===== src/rtl/bpuv_pkg.sv =====
// Shared constants and types for the box paint union volume block.
package bpuv_pkg;

	localparam int LIMIT_W      = 21;
	localparam int CFG_DATA_W   = 21;
	localparam int CFG_IDX_W    = 1;
	localparam int VOL_W        = 63;
	localparam int QUEUE_DEPTH  = 4;

	localparam logic [CFG_IDX_W-1:0] REG_FILTER_ENABLE = 1'b0;
	localparam logic [CFG_IDX_W-1:0] REG_FILTER_LIMIT  = 1'b1;

	localparam logic [LIMIT_W-1:0] LIMIT_RESET = 21'd50;
	localparam logic [VOL_W-1:0]   VOL_MAX     = {VOL_W{1'b1}};

	typedef enum logic [3:0] {
		ST_LOAD,
		ST_INS_HI,
		ST_SHIFT,
		ST_CELL,
		ST_SCAN,
		ST_DRAIN,
		ST_MUL1,
		ST_MUL2,
		ST_ACC,
		ST_OUT
	} back_state_t;

endpackage


===== src/rtl/bpuv_if.sv =====
// Box input and result channel interfaces.
interface bpuv_box_if #(
	parameter int COORD_BITS = 22
);
	logic                         valid;
	logic                         ready;
	logic signed [COORD_BITS-1:0] x_low;
	logic signed [COORD_BITS-1:0] x_high;
	logic signed [COORD_BITS-1:0] y_low;
	logic signed [COORD_BITS-1:0] y_high;
	logic signed [COORD_BITS-1:0] z_low;
	logic signed [COORD_BITS-1:0] z_high;
	logic                         turn_on;
	logic                         last_box;

	modport source (output valid, x_low, x_high, y_low, y_high, z_low, z_high,
		turn_on, last_box, input ready);
	modport sink (input valid, x_low, x_high, y_low, y_high, z_low, z_high,
		turn_on, last_box, output ready);
endinterface



===== src/rtl/bpuv_front.sv =====
// Front part: config registers, limit filter and queue push.
module bpuv_front #(
	parameter int COORD_BITS = 22
) (
	input  logic                              clk,
	input  logic                              arst_n,
	bpuv_box_if.sink                          box,
	input  logic                              cfg_we,
	input  logic [bpuv_pkg::CFG_IDX_W-1:0]    cfg_index,
	input  logic [bpuv_pkg::CFG_DATA_W-1:0]   cfg_data,
	output logic                              push,
	output logic [6*COORD_BITS+2:0]           push_data,
	input  logic                              full
);
	localparam int CB = COORD_BITS;
	localparam int CW = (CB > bpuv_pkg::LIMIT_W ? CB : bpuv_pkg::LIMIT_W) + 2;

	logic                             filter_enable_q;
	logic [bpuv_pkg::LIMIT_W-1:0]     filter_limit_q;
	logic signed [CW-1:0]             lim;
	logic signed [CW-1:0]             neg_lim;
	logic                             keep;

	always_ff @(posedge clk or negedge arst_n) begin
		if (!arst_n) begin
			filter_enable_q <= 1'b0;
			filter_limit_q  <= bpuv_pkg::LIMIT_RESET;
		end else if (cfg_we) begin
			if (cfg_index == bpuv_pkg::REG_FILTER_ENABLE) begin
				filter_enable_q <= cfg_data[0];
			end else if (cfg_index == bpuv_pkg::REG_FILTER_LIMIT) begin
				filter_limit_q <= cfg_data[bpuv_pkg::LIMIT_W-1:0];
			end
		end
	end

	always_comb begin
		lim     = $signed({{(CW-bpuv_pkg::LIMIT_W){1'b0}}, filter_limit_q});
		neg_lim = -lim;
		keep    = 1'b1;
		if (filter_enable_q) begin
			if (CW'(box.x_low) < neg_lim || CW'(box.x_high) > lim ||
				CW'(box.y_low) < neg_lim || CW'(box.y_high) > lim ||
				CW'(box.z_low) < neg_lim || CW'(box.z_high) > lim) begin
				keep = 1'b0;
			end
		end
	end

	assign box.ready = !full;
	assign push      = box.valid && !full;
	assign push_data = {box.last_box, keep, box.turn_on, box.z_high, box.z_low,
		box.y_high, box.y_low, box.x_high, box.x_low};
endmodule


===== src/flat_wrapper.sv =====
// flat-port wrapper written by rule: the top's interface ports become plain ports
module bpuv_front_flat 
#(
	parameter int COORD_BITS = 22
)
  (clk, arst_n, cfg_we, cfg_index, cfg_data, push, push_data, full, box_valid, box_x_low, box_x_high, box_y_low, box_y_high, box_z_low, box_z_high, box_turn_on, box_last_box, box_ready);
  bpuv_box_if #(.COORD_BITS(COORD_BITS)) box_i ();
  input  logic clk;
  input  logic arst_n;
  input  logic cfg_we;
  input  logic [bpuv_pkg::CFG_IDX_W-1:0] cfg_index;
  input  logic [bpuv_pkg::CFG_DATA_W-1:0] cfg_data;
  output logic push;
  output logic [6*COORD_BITS+2:0] push_data;
  input  logic full;
  input wire logic [$bits(box_i.valid)-1:0] box_valid;
  input wire logic [$bits(box_i.x_low)-1:0] box_x_low;
  input wire logic [$bits(box_i.x_high)-1:0] box_x_high;
  input wire logic [$bits(box_i.y_low)-1:0] box_y_low;
  input wire logic [$bits(box_i.y_high)-1:0] box_y_high;
  input wire logic [$bits(box_i.z_low)-1:0] box_z_low;
  input wire logic [$bits(box_i.z_high)-1:0] box_z_high;
  input wire logic [$bits(box_i.turn_on)-1:0] box_turn_on;
  input wire logic [$bits(box_i.last_box)-1:0] box_last_box;
  output wire logic [$bits(box_i.ready)-1:0] box_ready;
  assign box_i.valid = box_valid;
  assign box_i.x_low = box_x_low;
  assign box_i.x_high = box_x_high;
  assign box_i.y_low = box_y_low;
  assign box_i.y_high = box_y_high;
  assign box_i.z_low = box_z_low;
  assign box_i.z_high = box_z_high;
  assign box_i.turn_on = box_turn_on;
  assign box_i.last_box = box_last_box;
  assign box_ready = box_i.ready;
  bpuv_front #(.COORD_BITS(COORD_BITS)) u_core (.clk(clk), .arst_n(arst_n), .box(box_i), .cfg_we(cfg_we), .cfg_index(cfg_index), .cfg_data(cfg_data), .push(push), .push_data(push_data), .full(full));
endmodule

===== config.mk =====
export PLATFORM = sky130hd
export DESIGN_NAME = bpuv_front_flat
export DESIGN_NICKNAME = d
export VERILOG_FILES = /design/src/rtl/bpuv_pkg.sv /design/src/rtl/bpuv_if.sv /design/src/rtl/bpuv_front.sv /design/src/flat_wrapper.sv
export SDC_FILE = /design/constraint.sdc
export NUM_CORES = 1
export LEC_CHECK = 0
export BUFFER_PORTS_ARGS = -buffer_cell sky130_fd_sc_hd__buf_2
export CAP_MARGIN = 5
export CORE_MARGIN = 10
export CORE_UTILIZATION = 49
export CTS_BUF_LIST = sky130_fd_sc_hd__clkbuf_8
export DETAILED_ROUTE_END_ITERATION = 16
export PLACE_DENSITY = 0.88
export SYNTH_ARGS = -nofsm -noshare
export SYNTH_HDL_FRONTEND = slang
export SYNTH_SLANG_ARGS = --single-unit

===== constraint.sdc =====
create_clock -name clk -period 10.6 [get_ports clk]
set_input_delay 1.06 -clock clk [delete_from_list [all_inputs] [get_ports clk]]
set_output_delay 1.06 -clock clk [all_outputs]
set_load 0.05 [all_outputs]

==> After elaboration in Yosys (flattened, before gate mapping) <==
Index checks and enable logic that the tools add are counted.
{ "totals": {"regBits": 22, "elab_cells": 21, "in_bits": 161, "out_inout_bits": 137} }
{ "op_classes": {"n_lt_le_gt_ge": 6, "bitwise": 1, "reduce_logical": 9, "add_sub_neg": 1, "muxes": 2} }
{ "ops": {"columns": ["op", "count"], "rows": [
  ["$lt A22 B24 Y1", 3],
  ["$gt A22 B22 Y1", 3],
  ["$neg A21 Y24", 1],
  ["$logic_or A1 B1 Y1", 5],
  ["$reduce_and A2 Y1", 2],
  ["$mux W1", 2],
  ["$logic_and A1 B1 Y1", 1],
  ["$logic_not A1 Y1", 1],
  ["$not A1 Y1", 1]
]} }

==> Longest topological paths before layout <==
{ "depth": {"depth_word": 9, "depth_mapped": 17, "depth_no_buf": 15} }

==> Worst setup path before layout <==
OpenSTA, ideal clock, no wires.
{ "synth_path": {"path_kind": "reg2out", "startpoint": "register u_core.filter_limit_q[0] (netlist name)", "endpoint": "output port push_data[133]", "path_stages_with_launch": 15, "setup_slack_ns": 5.548, "arrival_time_ns": 3.992, "n_path_buf": 2, "required_time_ns": 9.540, "path_cell_list": "dfrtp_1 or3_1 clkbuf_2 or4_4 nand2b_1 nor4_1 xnor2_1 ha_1 and4_1 o2111a_1 nand4_1 a2111o_1 and4b_1 o41ai_2 buf_4"} }
{ "synth_between": {"elab_chain_cells": 9} }
{ "synth_rtl": {"columns": ["item", "line", "source"], "rows": [
  ["start: declaration", "bpuv_front.sv:19", "logic [bpuv_pkg::LIMIT_W-1:0] filter_limit_q;"],
  ["start signal: assignment", "bpuv_front.sv:27", "filter_limit_q <= bpuv_pkg::LIMIT_RESET;"],
  ["start signal: assignment", "bpuv_front.sv:32", "filter_limit_q <= cfg_data[bpuv_pkg::LIMIT_W-1:0];"],
  ["$neg A21 Y24", "bpuv_front.sv:39", "neg_lim = -lim;"],
  ["$lt A22 B24 Y1", "bpuv_front.sv:42", "if (CW'(box.x_low) < neg_lim || CW'(box.x_high) > lim ||"],
  ["$logic_or A1 B1 Y1 (2 in series)", "bpuv_front.sv:42", null],
  ["$logic_or A1 B1 Y1 (2 in series)", "bpuv_front.sv:43", "CW'(box.y_low) < neg_lim || CW'(box.y_high) > lim ||"],
  ["$logic_or A1 B1 Y1 *", "bpuv_front.sv:44", "CW'(box.z_low) < neg_lim || CW'(box.z_high) > lim) begin"],
  ["$mux W1 *", "bpuv_front.sv:42", null],
  ["$mux W1 *", "bpuv_front.sv:41", "if (filter_enable_q) begin"],
  ["end: declaration", "flat_wrapper.sv:14", "output logic [6*COORD_BITS+2:0] push_data;"]
]} }
Mark *: on every way between the ends. The rest lies on a longest branch, timed or not.

==> Worst setup path in the final report <==
Ends and elaborated chain as after synthesis.

==> out/qor.yml <==
rsz0062_at_grt: "no"
cp-end-kind: "primary output"
use_met2_pct: 38.98
fillers: 996
critPathSlowestCell: "or4_4"
floorplan.die_area_um2: 15250
path_buf_inv: 1
slew_viol_final: 0
crit_path_cell_trace: "or3_1 -> or4_4 -> nand2b_1 -> nor4_1 -> xnor2_1 -> ha_1 -> and4_1 -> o2111a_1 -> nand4_1 -> a2111o_1 -> and4b_1 -> o41ai_2 -> buf_2"
slew_headroom_pct: 40.26
die_x_um: 123.5
max_stage_delay_ns: 0.60
wirelength_um: 17340
p_per_area_nw_per_um2: 102.4
clk_pin_slew_worst_paths_ns: 0.08
setup_viol: 0
leakage_nw: 3.283
cts.path.max_buffers: 2
hold_path.class: "flip-flop to flip-flop"
hpwl_um: 16090
rows: 37
cts-htree-levels: 1
use_met3_pct: 5.834
yosysSeqAreaShare_pct: 10.56
ios: 298
yosysMostFrequentCell: "buf_4"
clock_sinks: 22
ys_types: 57
worst_slew_pin_slew_ns: 0.8939
ant_nets: 0
grt_max_degree: 23
finalHoldViolCount: 0
fin_skew_ns: 0
min_period_over_period_pct: 54.56
initial_core_util_pct: 50.60
clock_latency_ns: 0.26
ir_worst_vdd_uv: 65.09
outcome: "finished, final reports clean"
timing.hold.ws_ns: 0.5375
grt_pass1_wl_um: 26030
antenna_found_initial: 1
core-area_um2: 10370
synth_top_area_share_pct: 28.85
firstDrtPassIters: 6
root_buffer: "clkbuf_8"
num_vias: 4917
cts_buffers: 3
synthTopCellsByArea: "ha_1 29%, buf_4 19%, dfrtp_1 9.1%"
dr.first_iter.drc_count: 230
track_usage_pct: 21.37
synth_seq_cells: 22
fin_nets: 1053
synth_commonest_cells: "135 x buf_4, 121 x ha_1, 34 x a21oi_1, 33 x inv_1, 29 x a21o_1"
crit_required_ns: 9.54
layout_min_cycle_time_ns: 5.783
cp.arrival_ns: 4.72
synth_area_leader_cell: "ha_1"
port_buffers: 293
ys.flop_type: "dfrtp_1"
syn-num-nets: 897
setup_tns_ns: 0
start_kind: "flip-flop"
place_congestion: 0.9413
async_flop_share_pct: 100.0
crit_family: "simple AND/OR/NAND/NOR gates"
critPathKind: "flip-flop to primary output"
drt-vias-per-instance: 5.421
cts_resized: 0
routedWlPerCell_um: 19.11
grt.overflow.total: 0
die_y_um: 123.5
maxCapViolations: 0
synth_cells: 615
syn-cell-area_um2: 5248
crit_fanout: 9
grtUsageMet1_pct: 24.34
grt-busiest-layer: "met2"
postSynthAreaPerCell_um2: 8.533
postCtsSetupBuffers: 0
drc: 0
cts_tree: "done"
fmax_ghz: 0.1729
drive_above_1_share_pct: 42.73
synth_edf_count: 0
ys.warnings.count: 0
holdBufCountCts: 0
grt_pass1_vias: 5090
areaGrowthSynthToFinish_pct: 12.23
## power breakdown
| part | internal (mW) | leakage (nW) | total (mW) | switching [mW] |
|---|---|---|---|---|
| combinational | 0.159 | 3.00 | 0.439 | 0.280 |
| clock | 0.0257 | 0.0269 | 0.0498 | 0.0240 |
| sequential | 0.0976 | 0.255 | 0.115 | 0.0169 |
| total | 0.282 | 3.28 | 0.603 | 0.321 |
## path summary, 6_finish.rpt
kind / start / slack, ns / depth (start not counted) / to
worst min register to register: u_core.filter_limit_q[16] / 0.54 / 1 / u_core.filter_limit_q[16]
worst min-delay path: u_core.filter_limit_q[16] / 0.54 / 1 / u_core.filter_limit_q[16]
max in group asynchronous: arst_n / 9.48 / 1 / u_core.filter_limit_q[1]
worst max register to register: u_core.filter_limit_q[17] / 9.69 / 1 / u_core.filter_limit_q[17]
min in group asynchronous: arst_n / 0.75 / 1 / u_core.filter_limit_q[14]
worst max-delay path: u_core.filter_limit_q[0] / 4.82 / 13 / push_data[133]
## flip-flops by register name, summed over array words and instances (netlist names)
name                    cells
u_core.filter_limit_q      21
u_core.filter_enable_q      1
## layout make-up
type	count	area (µm²)	share of cell area, %
clock buffer	3	41.29	0.7011
multi-input combinational	418	3527	59.89
clock inverter	1	3.754	0.06373
inverter	33	123.9	2.103
tap	136	170.2	2.889
antenna	1	2.502	0.04249
sequential	22	554.3	9.412
timing repair buffer	293	1466	24.90
## layer usage
metal	up-vias	part of all wire [%]
met3	20	10
met1	2214	39
met2	246	49
met5	-	0
li1	2437	-
met4	0	1.6
## stage by stage
step / utilization [%] / instances / power (mW) / cell area (µm²) / setup WS [ns]
after CTS: 56.77 / 906 / 0.6067 / 5887 / 4.812
final: 56.79 / 907 / 0.6029 / 5889 / 4.817
after global routing: 56.79 / 907 / 0.6610 / 5889 / 4.507
after detailed placement: 56.33 / 902 / 0.5537 / 5842 / 5.099
after floorplan: - / 615 / 0.4552 / 5248 / 5.548
after global placement: 56.33 / 902 / 0.5436 / 5842 / 5.175
## cell usage in the layout, fill, tap and decap left out, drive strengths merged, types with 10 or more instances in the layout
cell type / count
ha: 121
nand2: 26
a21o: 29
nand4: 18
nor2: 19
inv: 34
nor2b: 10
a21oi: 34
o21ai: 18
buf: 293
dfrtp: 19
mux2: 23
xnor2: 17
## cells by family (layout without fill, tap and decap cells)
group	after synthesis	after routing	share of synthesized area, %
and+or+nand+nor	122	122	12.73
xor gates and xnor gates	24	24	4.006
AOI/OAI and AO/OA	126	126	16.31
muxes	23	23	4.936
other	0	1	0
DFF	22	22	10.56
adders and majority gates	123	123	29.23
buffers and inverters	175	330	22.22
(Power assumes the default switching activity.)
