## config.mk

```make
export PLATFORM = sky130hd
export DESIGN_NAME = bpuv_queue
export DESIGN_NICKNAME = d
export VERILOG_FILES = /design/src/rtl/bpuv_pkg.sv /design/src/rtl/bpuv_queue.sv
export SDC_FILE = /design/constraint.sdc
export NUM_CORES = 1
export LEC_CHECK = 0
export BUFFER_PORTS_ARGS = -buffer_cell sky130_fd_sc_hd__buf_2
export CAP_MARGIN = 25
export CELL_PAD_IN_SITES_DETAIL_PLACEMENT = 0
export CELL_PAD_IN_SITES_GLOBAL_PLACEMENT = 2
export CORE_MARGIN = 10
export CORE_UTILIZATION = 44
export CTS_BUF_LIST = sky130_fd_sc_hd__clkbuf_8
export DETAILED_ROUTE_END_ITERATION = 7
export PLACE_DENSITY = 0.8
export SETUP_SLACK_MARGIN = 0.05
export SYNTH_ARGS = -nofsm -noshare
export SYNTH_HDL_FRONTEND = slang
export SYNTH_SLANG_ARGS = --single-unit
```

## constraint.sdc

```tcl
create_clock -name clk -period 1.6 [get_ports clk]
set_input_delay 0.16 -clock clk [delete_from_list [all_inputs] [get_ports clk]]
set_output_delay 0.16 -clock clk [all_outputs]
set_load 0.01 [all_outputs]
```

## src/rtl/bpuv_pkg.sv

```systemverilog
// Shared constants and types for the box paint union volume block.
package bpuv_pkg;

	localparam int LIMIT_W      = 21;
	localparam int CFG_DATA_W   = 21;
	localparam int CFG_IDX_W    = 1;
	localparam int VOL_W        = 63;
	localparam int QUEUE_DEPTH  = 4;

	localparam logic [CFG_IDX_W-1:0] REG_FILTER_ENABLE = 1'b0;
	localparam logic [CFG_IDX_W-1:0] REG_FILTER_LIMIT  = 1'b1;

	localparam logic [LIMIT_W-1:0] LIMIT_RESET = 21'd50;
	localparam logic [VOL_W-1:0]   VOL_MAX     = {VOL_W{1'b1}};

	typedef enum logic [3:0] {
		ST_LOAD,
		ST_INS_HI,
		ST_SHIFT,
		ST_CELL,
		ST_SCAN,
		ST_DRAIN,
		ST_MUL1,
		ST_MUL2,
		ST_ACC,
		ST_OUT
	} back_state_t;

endpackage

```

## src/rtl/bpuv_queue.sv

```systemverilog
// Short word queue between the front and back parts.
module bpuv_queue #(
	parameter int WIDTH = 8
) (
	input  logic             clk,
	input  logic             arst_n,
	input  logic             push,
	input  logic [WIDTH-1:0] push_data,
	output logic             full,
	input  logic             pop,
	output logic [WIDTH-1:0] head,
	output logic             empty
);
	localparam int DEPTH = bpuv_pkg::QUEUE_DEPTH;
	localparam int PW    = $clog2(DEPTH);

	logic [WIDTH-1:0] slot_q [DEPTH];
	logic [PW-1:0]    wr_q;
	logic [PW-1:0]    rd_q;
	logic [PW:0]      fill_q;

	assign full  = fill_q == (PW+1)'(DEPTH);
	assign empty = fill_q == '0;
	assign head  = slot_q[rd_q];

	always_ff @(posedge clk) begin
		if (push) begin
			slot_q[wr_q] <= push_data;
		end
	end

	always_ff @(posedge clk or negedge arst_n) begin
		if (!arst_n) begin
			wr_q   <= '0;
			rd_q   <= '0;
			fill_q <= '0;
		end else begin
			if (push) begin
				wr_q <= wr_q + 1'b1;
			end
			if (pop) begin
				rd_q <= rd_q + 1'b1;
			end
			if (push && !pop) begin
				fill_q <= fill_q + 1'b1;
			end else if (pop && !push) begin
				fill_q <= fill_q - 1'b1;
			end
		end
	end
endmodule

```

* After elaboration in Yosys (flattened, before gate mapping) *
Memory sizes are Yosys's and may differ from the RTL's.
Cells that the tools add are included.

word-level totals
  output and inout port bits = 10
  logic and storage cells = 19
  register bits after elaboration = 7
  RAM bits = 32
  memories = 1

memory list
  memory  words  width  read ports  clocked after Yosys merged registers in  wr ports  RTL line          RTL
  slot_q  4      8      1           0                                        1         bpuv_queue.sv:17  logic [WIDTH-1:0] slot_q [DEPTH];

cells by class
  mux-type cells = 4
  add/subtract/negate cells = 4
  equal/unequal tests = 1
  reductions and logical operators = 6

operator list
  operator             number
  $mux 3               2
  $add 2x1->2 const B  2
  $add 3x1->3 const B  1
  $eq 3x3->1 const B   1
  $logic_not 3->1      1
  $sub 3x1->3 const B  1
  $logic_and 1x1->1    2
  $logic_not 1->1      2
  $mux 1               2
  $reduce_bool 2->1    1

* Depth between registers and ports, before layout *
Gate-level depths: netlist of the first run.

  word-level depth = 4
  depth in mapped cells = 7

* Least setup slack after synthesis of the first run *
Ideal clock, no wire load.

  path kind = register -> register
  start point = register fill_q[0]
  end point = register fill_q[2]
  arrival time = 1.237 ns
  clock period less this slack = 1.316 ns
  path buffers = 0
  setup time = 0.079 ns
  cell stages (with the launch flop) = 5
  slack = 0.284 ns
  path through = dfrtp_1 fa_1 xor2_1 nor2_1 xor2_1

on the way
  word-level cells in the longest chain between the ends = 3

ends and longest elaborated chain
  item                      RTL line          RTL
  start: declaration        bpuv_queue.sv:20  logic [PW:0] fill_q;
  start signal: assignment  bpuv_queue.sv:45  fill_q <= fill_q + 1'b1;
  start signal: assignment  bpuv_queue.sv:47  fill_q <= fill_q - 1'b1;
  $sub 3x1->3               bpuv_queue.sv:47
  $mux 3                    bpuv_queue.sv:46  end else if (pop && !push) begin
  $mux 3 (*)                bpuv_queue.sv:44  if (push && !pop) begin

Mark *: on every way between the ends. The rest lies on a longest branch, timed or not. The select of a mux whose other input is x is not followed.
A chain may end at the register's enable or synchronous reset.

* Final worst setup path of the first run *
  start point = register rd_q[0]
  end point = output port head[1]

on the way
  word-level cells in the longest chain between the ends = 1

ends and longest elaborated chain
  item                      RTL line          RTL
  start: declaration        bpuv_queue.sv:19  logic [PW-1:0] rd_q;
  start signal: assignment  bpuv_queue.sv:42  rd_q <= rd_q + 1'b1;
  $mem_v2 4x8               n/a
  end: declaration          bpuv_queue.sv:11  output logic [WIDTH-1:0] head,

No other way between the ends.

==> metrics, run 1 <==
Crit Path Category reg -> out; Synth Area in Compound Gates 0.00323; main combinational cell family by area after synthesis multiplexers; cell with the most instances after synthesis edfxtp_1; DRC Markers 0; synthesis warning total 0; Post-Syn Nets between 90 and 100; clock root cell clkbuf_8; Synth Area in Adders 0.0534; Nets between 100 and 150; CORE AREA 3360 um^2; final core utilization 0.561; Critical Path Max Stage Delay 0.49 ns; # fillers 286; CTS tree built; Inserted Diodes 0; Critical-path top delay cell mux4_2; DIE AREA 6290 um^2; Yosys top cell by area edfxtp_1; Combinational Power Share 0.318; Rows 21; Worst-Margin Slew 0.454 ns; hpwl dp 1860 um; Final setup viols 8; Total Routing Usage GR 0.0885; final hold slack 0.0792 ns; Skew-Pair Late Insertion Delay 0.29 ns; setup ws final -0.0372 ns; area share of xor/xnor cells in the synthesized design 0.0340; post-route ant nets 0; Max Clock Freq 0.611 GHz; wire per inst 16.6 um; setup TNS -0.224 ns; ranking of synthesized cells by area edfxtp_1 (62%), mux4_2 (12%), dfrtp_1 (11%); Worst Hold Class in -> reg; sequential share of the synthesized area 0.734; WP data required 1.44 ns; Num CTS Buffers 5; Avg Cell Area, Syn 20.4 um^2; share of cells above drive strength 1 0.391; Starting Density 0.460; net load switching power 0.964 mW; synth unique cells 17; drt first-iter violations 48; Layout Cells excl Fill 156; failing checks negative setup slack; peak supply drop slightly below 0.001 V; Reg clk slew, reported paths 0.07 ns; Synth async-reset ratio 0.179; IO Port Bufs 21; DRT Pass-1 Iters 4; CTS Buffer Depth 2; max cap viols 0; worst-path maximum fanout 4; Synth Area in Simple Gates 0.0315; minimum clock period between 1.5 and 2 ns; Fin. Hold Viols 0; Sink Count 39; final WL 2600 um; power share of the clock group 0.230; RSZ-0062 raised after global routing true; register bit total from synthesis 39; Worst setup EP type output pin; routability cong. 0.681; Vert. Die Dim between 70 and 80 um; post-synthesis cell area 1550 um^2; Switching Fraction 0.284; Leak 0.722 nW; initial antenna violation count 0; fin. max-slew vios 0; Seq pwr share 0.452; most frequent cells after synthesis edfxtp_1 (32), mux4_2 (8), dfrtp_1 (7); Via density 4.91; top_reg_cell synth edfxtp_1; number of global-route vias before repair a little under 800; relative slew slack 0.697; share of the synthesized area in the top cell type 0.621; first-pass GRT wire length a little over 4000 um; status finished, violations left; Clock Skew 0.00302 ns; Worst setup SP type flip-flop; number of synthesized flops with an enable pin 32; Internal ~2.4 mW; Die W 79.3 um; Power per Cell Area 1800 nW/um^2; Area growth syn-to-layout 21.8%; H-Tree Depth 2; post-synthesis cell count 76; gr ovfl total 0; vias 766; critical path arrival 1.48 ns; dpl cells 145; mux cell area share after synthesis 0.124; CP cell instances buf_4 -> mux4_2 -> buf_2; I/O Pins 22; fin crit share 1.02; largest net degree at the start of global routing 13
[power by group through the flow]
stage / logic, mW / clock network [mW] / registers, mW
6_report: 1.08 / 0.781 / 1.53
5_1_grt: 1.20 / 0.843 / 1.56
4_1_cts: 1.05 / 0.800 / 1.54
3_5_place_dp: 0.976 / 0 / 1.56
3_3_place_gp: 0.966 / 0 / 1.54
2_1_floorplan: 0.696 / 0 / 1.47
[cells by family after synthesis]
kind of cell             after synthesis
multiplexers                           9
adder cells (fa/ha/maj)                6
flip-flops                            39
AO/OA/AOI/OAI                          1
buffers and inverters                  6
XOR/XNOR                               6
AND/OR/NAND/NOR                        9
[timing repair]
item,4_1_cts,5_1_grt
setup buffers,1,1
resized for setup,3,2
setup endpoints to repair,8,8
pin swaps,0,0
hold buffers,1,0
endpoints found under the hold margin,7,0
[area by class of cell]
cell class	instances	area, um^2	area share
clock buffer	5	68.8	0.0365
clock inverter	3	38.8	0.0206
inverter	4	15.0	0.00796
multi-input combinational	31	380	0.202
sequential	39	1140	0.603
tap	46	57.6	0.0305
timing repair buffer	28	189	0.100
[per-stage QoR]
stage                     worst slack (ns)  area (um^2)  total power [mW]
after floorplan                      0.284         1550              2.16
after global placement               0.177         1720              2.50
after detailed placement             0.143         1720              2.53
after CTS                          -0.0578         1870              3.39
after global routing                -0.101         1890              3.60
final                              -0.0372         1890              3.39
[placed cells by master (no fill, tap or decap), types with 4 or more instances in the layout]
master	n
and2_1	4
buf_2	17
buf_4	5
buf_6	5
clkbuf_8	5
dfrtp_1	7
edfxtp_1	32
ha_1	5
inv_1	4
mux4_2	8
xor2_1	4
[flip-flops by register name, summed over array words and instances, names as in the netlist]
| name | cells |
|---|---|
| rd_q | 2 |
| wr_q | 2 |
| fill_q | 3 |
| slot_q | 32 |
[critical path: cells and delay by family (launching register included)]
kind	cells	cell delay, ns
buf+inv	2	0.32
flops	1	0.38
mux	1	0.49
[final timing paths]
path / from / end / slack (ns) / cells after the start
setup / recovery: rd_q[0] / head[1] / -0.04 / 3
hold / removal: push_data[1] / slot_q[1][1] / 0.08 / 1
setup reg to reg: wr_q[0] / slot_q[2][0] / 0.19 / 3
hold reg to reg: fill_q[2] / fill_q[2] / 0.51 / 1
max in group asynchronous: arst_n / wr_q[0] / 1.22 / 2
min in group asynchronous: arst_n / rd_q[0] / 0.22 / 2
[metal layers]
| layer | GRT usage | wire (um) | part of all wire | vias to the layer above |
|---|---|---|---|---|
| li1 | - | - | - | 354 |
| met1 | 0.0968 | 1050 | 0.41 | 388 |
| met2 | 0.139 | 1310 | 0.51 | 16 |
| met3 | 0.0462 | 178 | 0.069 | 8 |
| met4 | 0.0430 | 50 | 0.019 | 0 |
| met5 | 0 | 0 | 0 | - |
(Power assumes the default switching activity.)
==> run 2, diff against run 1 <==
RECOVER_POWER = 25   (was not set)
TNS_END_PERCENT = 1   (was not set)
==> metrics, run 2 (same netlist as run 1, synthesis figures left out) <==
Worst setup EP type output pin; CORE AREA 3360 um^2 (unchanged); RSZ-0062 raised after global routing true; fin crit share 1.02 (-0.00210); FF-to-FF path depth 4 (+1); Rows 21 (unchanged); reg2reg end fill_q[2]; CP cell instances buf_6 -> mux4_2 -> buf_6; most frequent CP cell buf_6; Critical Path Source rd_q[0]; RR Startpoint fill_q[0]; Regs by FF count slot_q: 32 flops, fill_q: 3 flops; IO Port Bufs 21 (unchanged); DRT Pass-1 Iters 4 (unchanged); routability cong. 0.681 (unchanged); status finished, violations left; post-route ant nets 0 (unchanged); Total Routing Usage GR 0.0885 (unchanged); clock root cell clkbuf_8; Nets 126 (-0.79%); relative slew slack 0.704 (+0.00671); minimum clock period 1.63 ns (-0.00335 ns); Critical-path top delay cell mux4_2; Worst-Margin Slew 0.444 ns (-0.0101 ns); vias 755 (-1.4%); worst-path maximum fanout 5 (+1); gr ovfl total 0 (unchanged); Crit Path Category reg -> out; Hold Path Cell Cnt 2 (+1); wire per inst 16.4 um (-1.4%); setup ws final -0.0339 ns (+0.00335 ns); Vert. Die Dim 79.3 um (unchanged); final WL 2540 um (-2.0%); critical path arrival 1.47 ns (about the same); Via density 4.87 (-0.80%); HP Start pop; Worst setup SP type flip-flop; Worst Hold Class in -> reg; Overall Power 3.37 mW (-0.81%); Critical Path Max Stage Delay 0.52 ns (+0.03 ns); fin. max-slew vios 0 (unchanged); final hold slack 0.0871 ns (+0.00789 ns); hpwl dp 1860 um (unchanged); initial antenna violation count 0 (unchanged); R2R setup slack 0.20 ns (about the same); Hold Crit Endpoint rd_q[0]; Reg with most FFs slot_q; Skew-Pair Late Insertion Delay 0.29 ns (about the same); failing checks negative setup slack; largest net degree at the start of global routing 13 (unchanged); max cap viols 0 (unchanged); Die W 79.3 um (unchanged); DRC Markers 0 (unchanged); Max Clock Freq 0.612 GHz (+0.21%); Leak 0.704 nW (-2.6%); drt first-iter violations 50 (+4.2%); CTS tree built; share of cells above drive strength 1 0.339 (-0.0515); sequential cell area 1140 um^2 (unchanged); leading cell type in the layout, fill and taps excluded edfxtp_1; most frequent cells in the layout edfxtp_1 (32), buf_2 (12), mux4_2 (8); DIE AREA 6290 um^2 (unchanged); Area growth syn-to-layout 20.9%; number of global-route vias before repair 796 (unchanged); Clock Skew 0.00440 ns (+0.00137 ns); Power per Cell Area 1800 nW/um^2 (about the same); Sink Count 39 (unchanged); Final setup viols 8 (unchanged); I/O Pins 22 (unchanged); Inserted Diodes 0 (unchanged); area of the multi-input gates 380 um^2 (unchanged); Starting Density 0.460 (unchanged); # fillers 290 (+1.4%); peak supply drop 0.000958 V (-0.27%); Num CTS Buffers 5 (unchanged); WP data required 1.44 ns (about the same); H-Tree Depth 2 (unchanged); max FFs per register 32 (unchanged); dpl cells 145 (unchanged); CTS Buffer Depth 2 (unchanged); first-pass GRT wire length 4110 um (unchanged); Reg clk slew, reported paths 0.07 ns (about the same); Fin. Hold Viols 0 (unchanged); Layout Cells excl Fill 155 (-0.64%)
run 2: cell types whose count changed in the layout (fill, tap and decap cells not counted), sizes merged:
cell,change
buf,-6
clkbuf,+5
run 2: per-stage QoR:
stage / setup TNS, ns / util / cell area [um^2] / setup slack (ns)
floorplan: 0 / - / 1550 / 0.284
global placement: 0 / 0.513 / 1720 / 0.177
detailed placement: 0 / 0.513 / 1720 / 0.143
CTS: -0.376 / 0.555 / 1870 / -0.0578
global route: -0.659 / 0.557 / 1870 / -0.101
finish: -0.198 / 0.557 / 1870 / -0.0339
run 2: timing repair:
item | in CTS | in global routing
hold buffers | 1 | 0
hold endpoints to repair | 7 | 0
gates resized for setup | 3 | 2
endpoints found under the setup margin | 8 | 8
setup buffers | 1 | 0
run 2: how the worst max path moves through the flow:
stage,end,cells past startpoint
6_report,head[7],3
5_1_grt,head[4],3
4_1_cts,head[6],3
3_5_place_dp,fill_q[2],7
3_3_place_gp,fill_q[2],8
2_1_floorplan,fill_q[2],4
run 2: metal layers:
layer  vias to the layer above  share of wire  wire (um)  global-route usage
met1                       382           0.39        983              0.0968
met4                         0          0.018         46              0.0430
met2                        16           0.53       1340               0.139
li1                        351              -          -                   -
met5                         -              0          0                   0
met3                         6          0.067        171              0.0462
run 2: area by class of cell:
| type | count | area share |
|---|---|---|
| Clock inverter | 3 | 0.0207 |
| Inverter | 4 | 0.00802 |
| Clock buffer | 5 | 0.0368 |
| Multi-Input combinational cell | 31 | 0.203 |
| Timing Repair Buffer | 27 | 0.0936 |
| Sequential cell | 39 | 0.607 |
| Tap cell | 46 | 0.0307 |
run 2: worst max-delay path, delay by kind of cell, from the launching register on:
| kind | cells | cell delay (ns) |
|---|---|---|
| buffers and inverters | 2 | 0.29 |
| flip-flops | 1 | 0.38 |
| multiplexers | 1 | 0.52 |
run 2: power breakdown:
part	total (mW)	switching, mW	internal [mW]	leakage, nW
Sequential	1.53	0.172	1.36	0.376
Combinational	1.06	0.463	0.597	0.272
Clock	0.774	0.318	0.456	0.0556
Total	3.37	0.953	2.41	0.704
==> run 3, diff against run 2 <==
CORE_UTILIZATION = 47   (was 44)
PLACE_DENSITY = 0.84   (was 0.8)
clock period = 2 ns   (was 1.6 ns; I/O delays follow)
==> metrics, run 3 (same netlist as run 1, synthesis figures left out) <==
relative slew slack 0.702 (-0.00161); Final setup viols 0 (-8); post-route ant nets 0 (unchanged); vias 741 (-1.9%); critical path arrival 1.57 ns (+0.10 ns); Worst Hold Class in -> reg; Leak 0.678 nW (-3.6%); Power per Cell Area 1420 nW/um^2 (-21%); I/O Pins 22 (unchanged); Worst-Margin Slew 0.447 ns (+0.00242 ns); area post-placement 1710 um^2 (-1.0%); post-layout instance area 1820 um^2 (-2.7%); peak supply drop 0.000589 V (-39%); setup TNS 0 ns (+0.198 ns); max FFs per register 32 (unchanged); RSZ-0062 raised after global routing false; Post-Place Setup Slack 0.463 ns (+0.320 ns); CP cell instances buf_4 -> mux4_2 -> buf_2; Crit Path Category reg -> out; max cap viols 0 (unchanged); Worst setup EP type output pin; CTS Buffer Depth 2 (unchanged); gr ovfl total 0 (unchanged); Overall Power 2.59 mW (-23%); largest net degree at the start of global routing 14 (+1); hpwl dp 1880 um (+1.1%); Vert. Die Dim 77.4 um (-2.4%); Num CTS Buffers 5 (unchanged); Starting Density 0.499 (+0.0386); Worst setup SP type flip-flop; clock root cell clkbuf_8; Critical Path Max Stage Delay 0.49 ns (-0.03 ns); Regs by FF count slot_q: 32 flops, fill_q: 3 flops; fin. max-slew vios 0 (unchanged); delay-heaviest family, CP multiplexers; worst-path maximum fanout 5 (unchanged); minimum clock period approximately 1.8 ns; leading cell type in the layout, fill and taps excluded edfxtp_1; Total Routing Usage GR 0.0954 (+0.00695); most frequent cells in the layout edfxtp_1 (32), buf_2 (15), mux4_2 (8); routability cong. 0.685 (+0.60%); Nets 123 (-2.4%); CTS tree built; wire per inst 17.0 um (+3.4%); drt first-iter violations 39 (-22%); Reg with most FFs slot_q; final WL 2540 um (about the same); IO Port Bufs 21 (unchanged); setup ws final 0.226 ns (+0.260 ns); status finished clean; first-pass GRT wire length 4270 um (+4.0%); Area growth syn-to-layout 17.7%; initial antenna violation count 0 (unchanged); worst path buffer plus inverter count 2 (unchanged); WP data required 1.80 ns (+0.36 ns); Max Clock Freq 0.564 GHz; Layout Cells excl Fill 150 (-3.2%); number of global-route vias before repair 839 (+5.4%); fin crit share 0.887; DRC Markers 0 (unchanged); Clock Skew 0.00716 ns (+0.00276 ns); Skew-Pair Late Insertion Delay 0.29 ns (about the same); Via density 4.94 (+1.4%); Inserted Diodes 0 (unchanged); share of cells above drive strength 1 0.321 (-0.0187); Critical-path top delay cell mux4_2; Fin. Hold Viols 0 (unchanged); DIE AREA 5990 um^2 (-4.8%); Die W 77.4 um (-2.4%); CORE AREA 3100 um^2 (-7.7%); CTS resizes 0 (-3); Sink Count 39 (unchanged); dpl cells 141 (-2.8%); DRT Pass-1 Iters 4 (unchanged); Rows 20 (-4.8%); H-Tree Depth 2 (unchanged); Reg clk slew, reported paths 0.08 ns (about the same)
-- run 3: cell types whose count changed in the layout (fill, tap and decap cells not counted) --
| cell | before | now |
|---|---|---|
| clkinv_1 | 1 | 0 |
| buf_4 | 4 | 2 |
| buf_2 | 12 | 15 |
| buf_6 | 5 | 0 |
| clkbuf_1 | 5 | 6 |
| clkinv_4 | 0 | 1 |
-- run 3: where the power goes --
group          internal, mW  switching [mW]  total, mW
sequential             1.09           0.143       1.23
clock                 0.371           0.264      0.635
combinational         0.382           0.340      0.722
-- run 3: final cells by class --
class	count	area, um^2
clock buffer	5	68.8
clock inverter	3	43.8
fill	259	1280
inverter	4	15.0
multi-input combinational	31	380
sequential	39	1140
tap	44	55.1
timing repair buffer	24	123
-- run 3: through the flow --
stage	util	hold slack, ns
3_3_place_gp	0.550	0.0487
2_1_floorplan	-	-0.0956
4_1_cts	0.590	0.115
5_1_grt	0.587	0.128
3_5_place_dp	0.550	0.0517
6_report	0.587	0.129
-- run 3: worst reg2reg max path: stages (launching register included) --
cell and delay, ns:
dfrtp_1 0.43, inv_1 0.11, ha_1 0.14, and2_1 0.40
-- run 3: repair_timing --
action                                 in CTS  in global routing
endpoints found under the hold margin       7                  0
hold buffers                                1                  0
buffers inserted                            0                  0
-- run 3: worst paths after layout --
check,slack (ns),to,startpoint,cells after the start
worst max-delay path,0.23,head[0],rd_q[0],3
worst min-delay path,0.13,slot_q[2][6],push_data[6],1
worst max register to register,0.58,slot_q[0][7],wr_q[0],3
worst min register to register,0.50,fill_q[2],fill_q[2],1
max in group asynchronous,1.56,rd_q[1],arst_n,2
min in group asynchronous,0.27,fill_q[0],arst_n,2
-- run 3: per-layer routing --
layer / part of all wire / wire length, um / vias to the layer above / global-route usage
met5: 0 / 0 / - / 0
met2: 0.51 / 1290 / 20 / 0.150
met3: 0.059 / 149 / 4 / 0.0507
li1: - / - / 344 / -
met1: 0.42 / 1070 / 373 / 0.105
met4: 0.016 / 40 / 0 / 0.0438
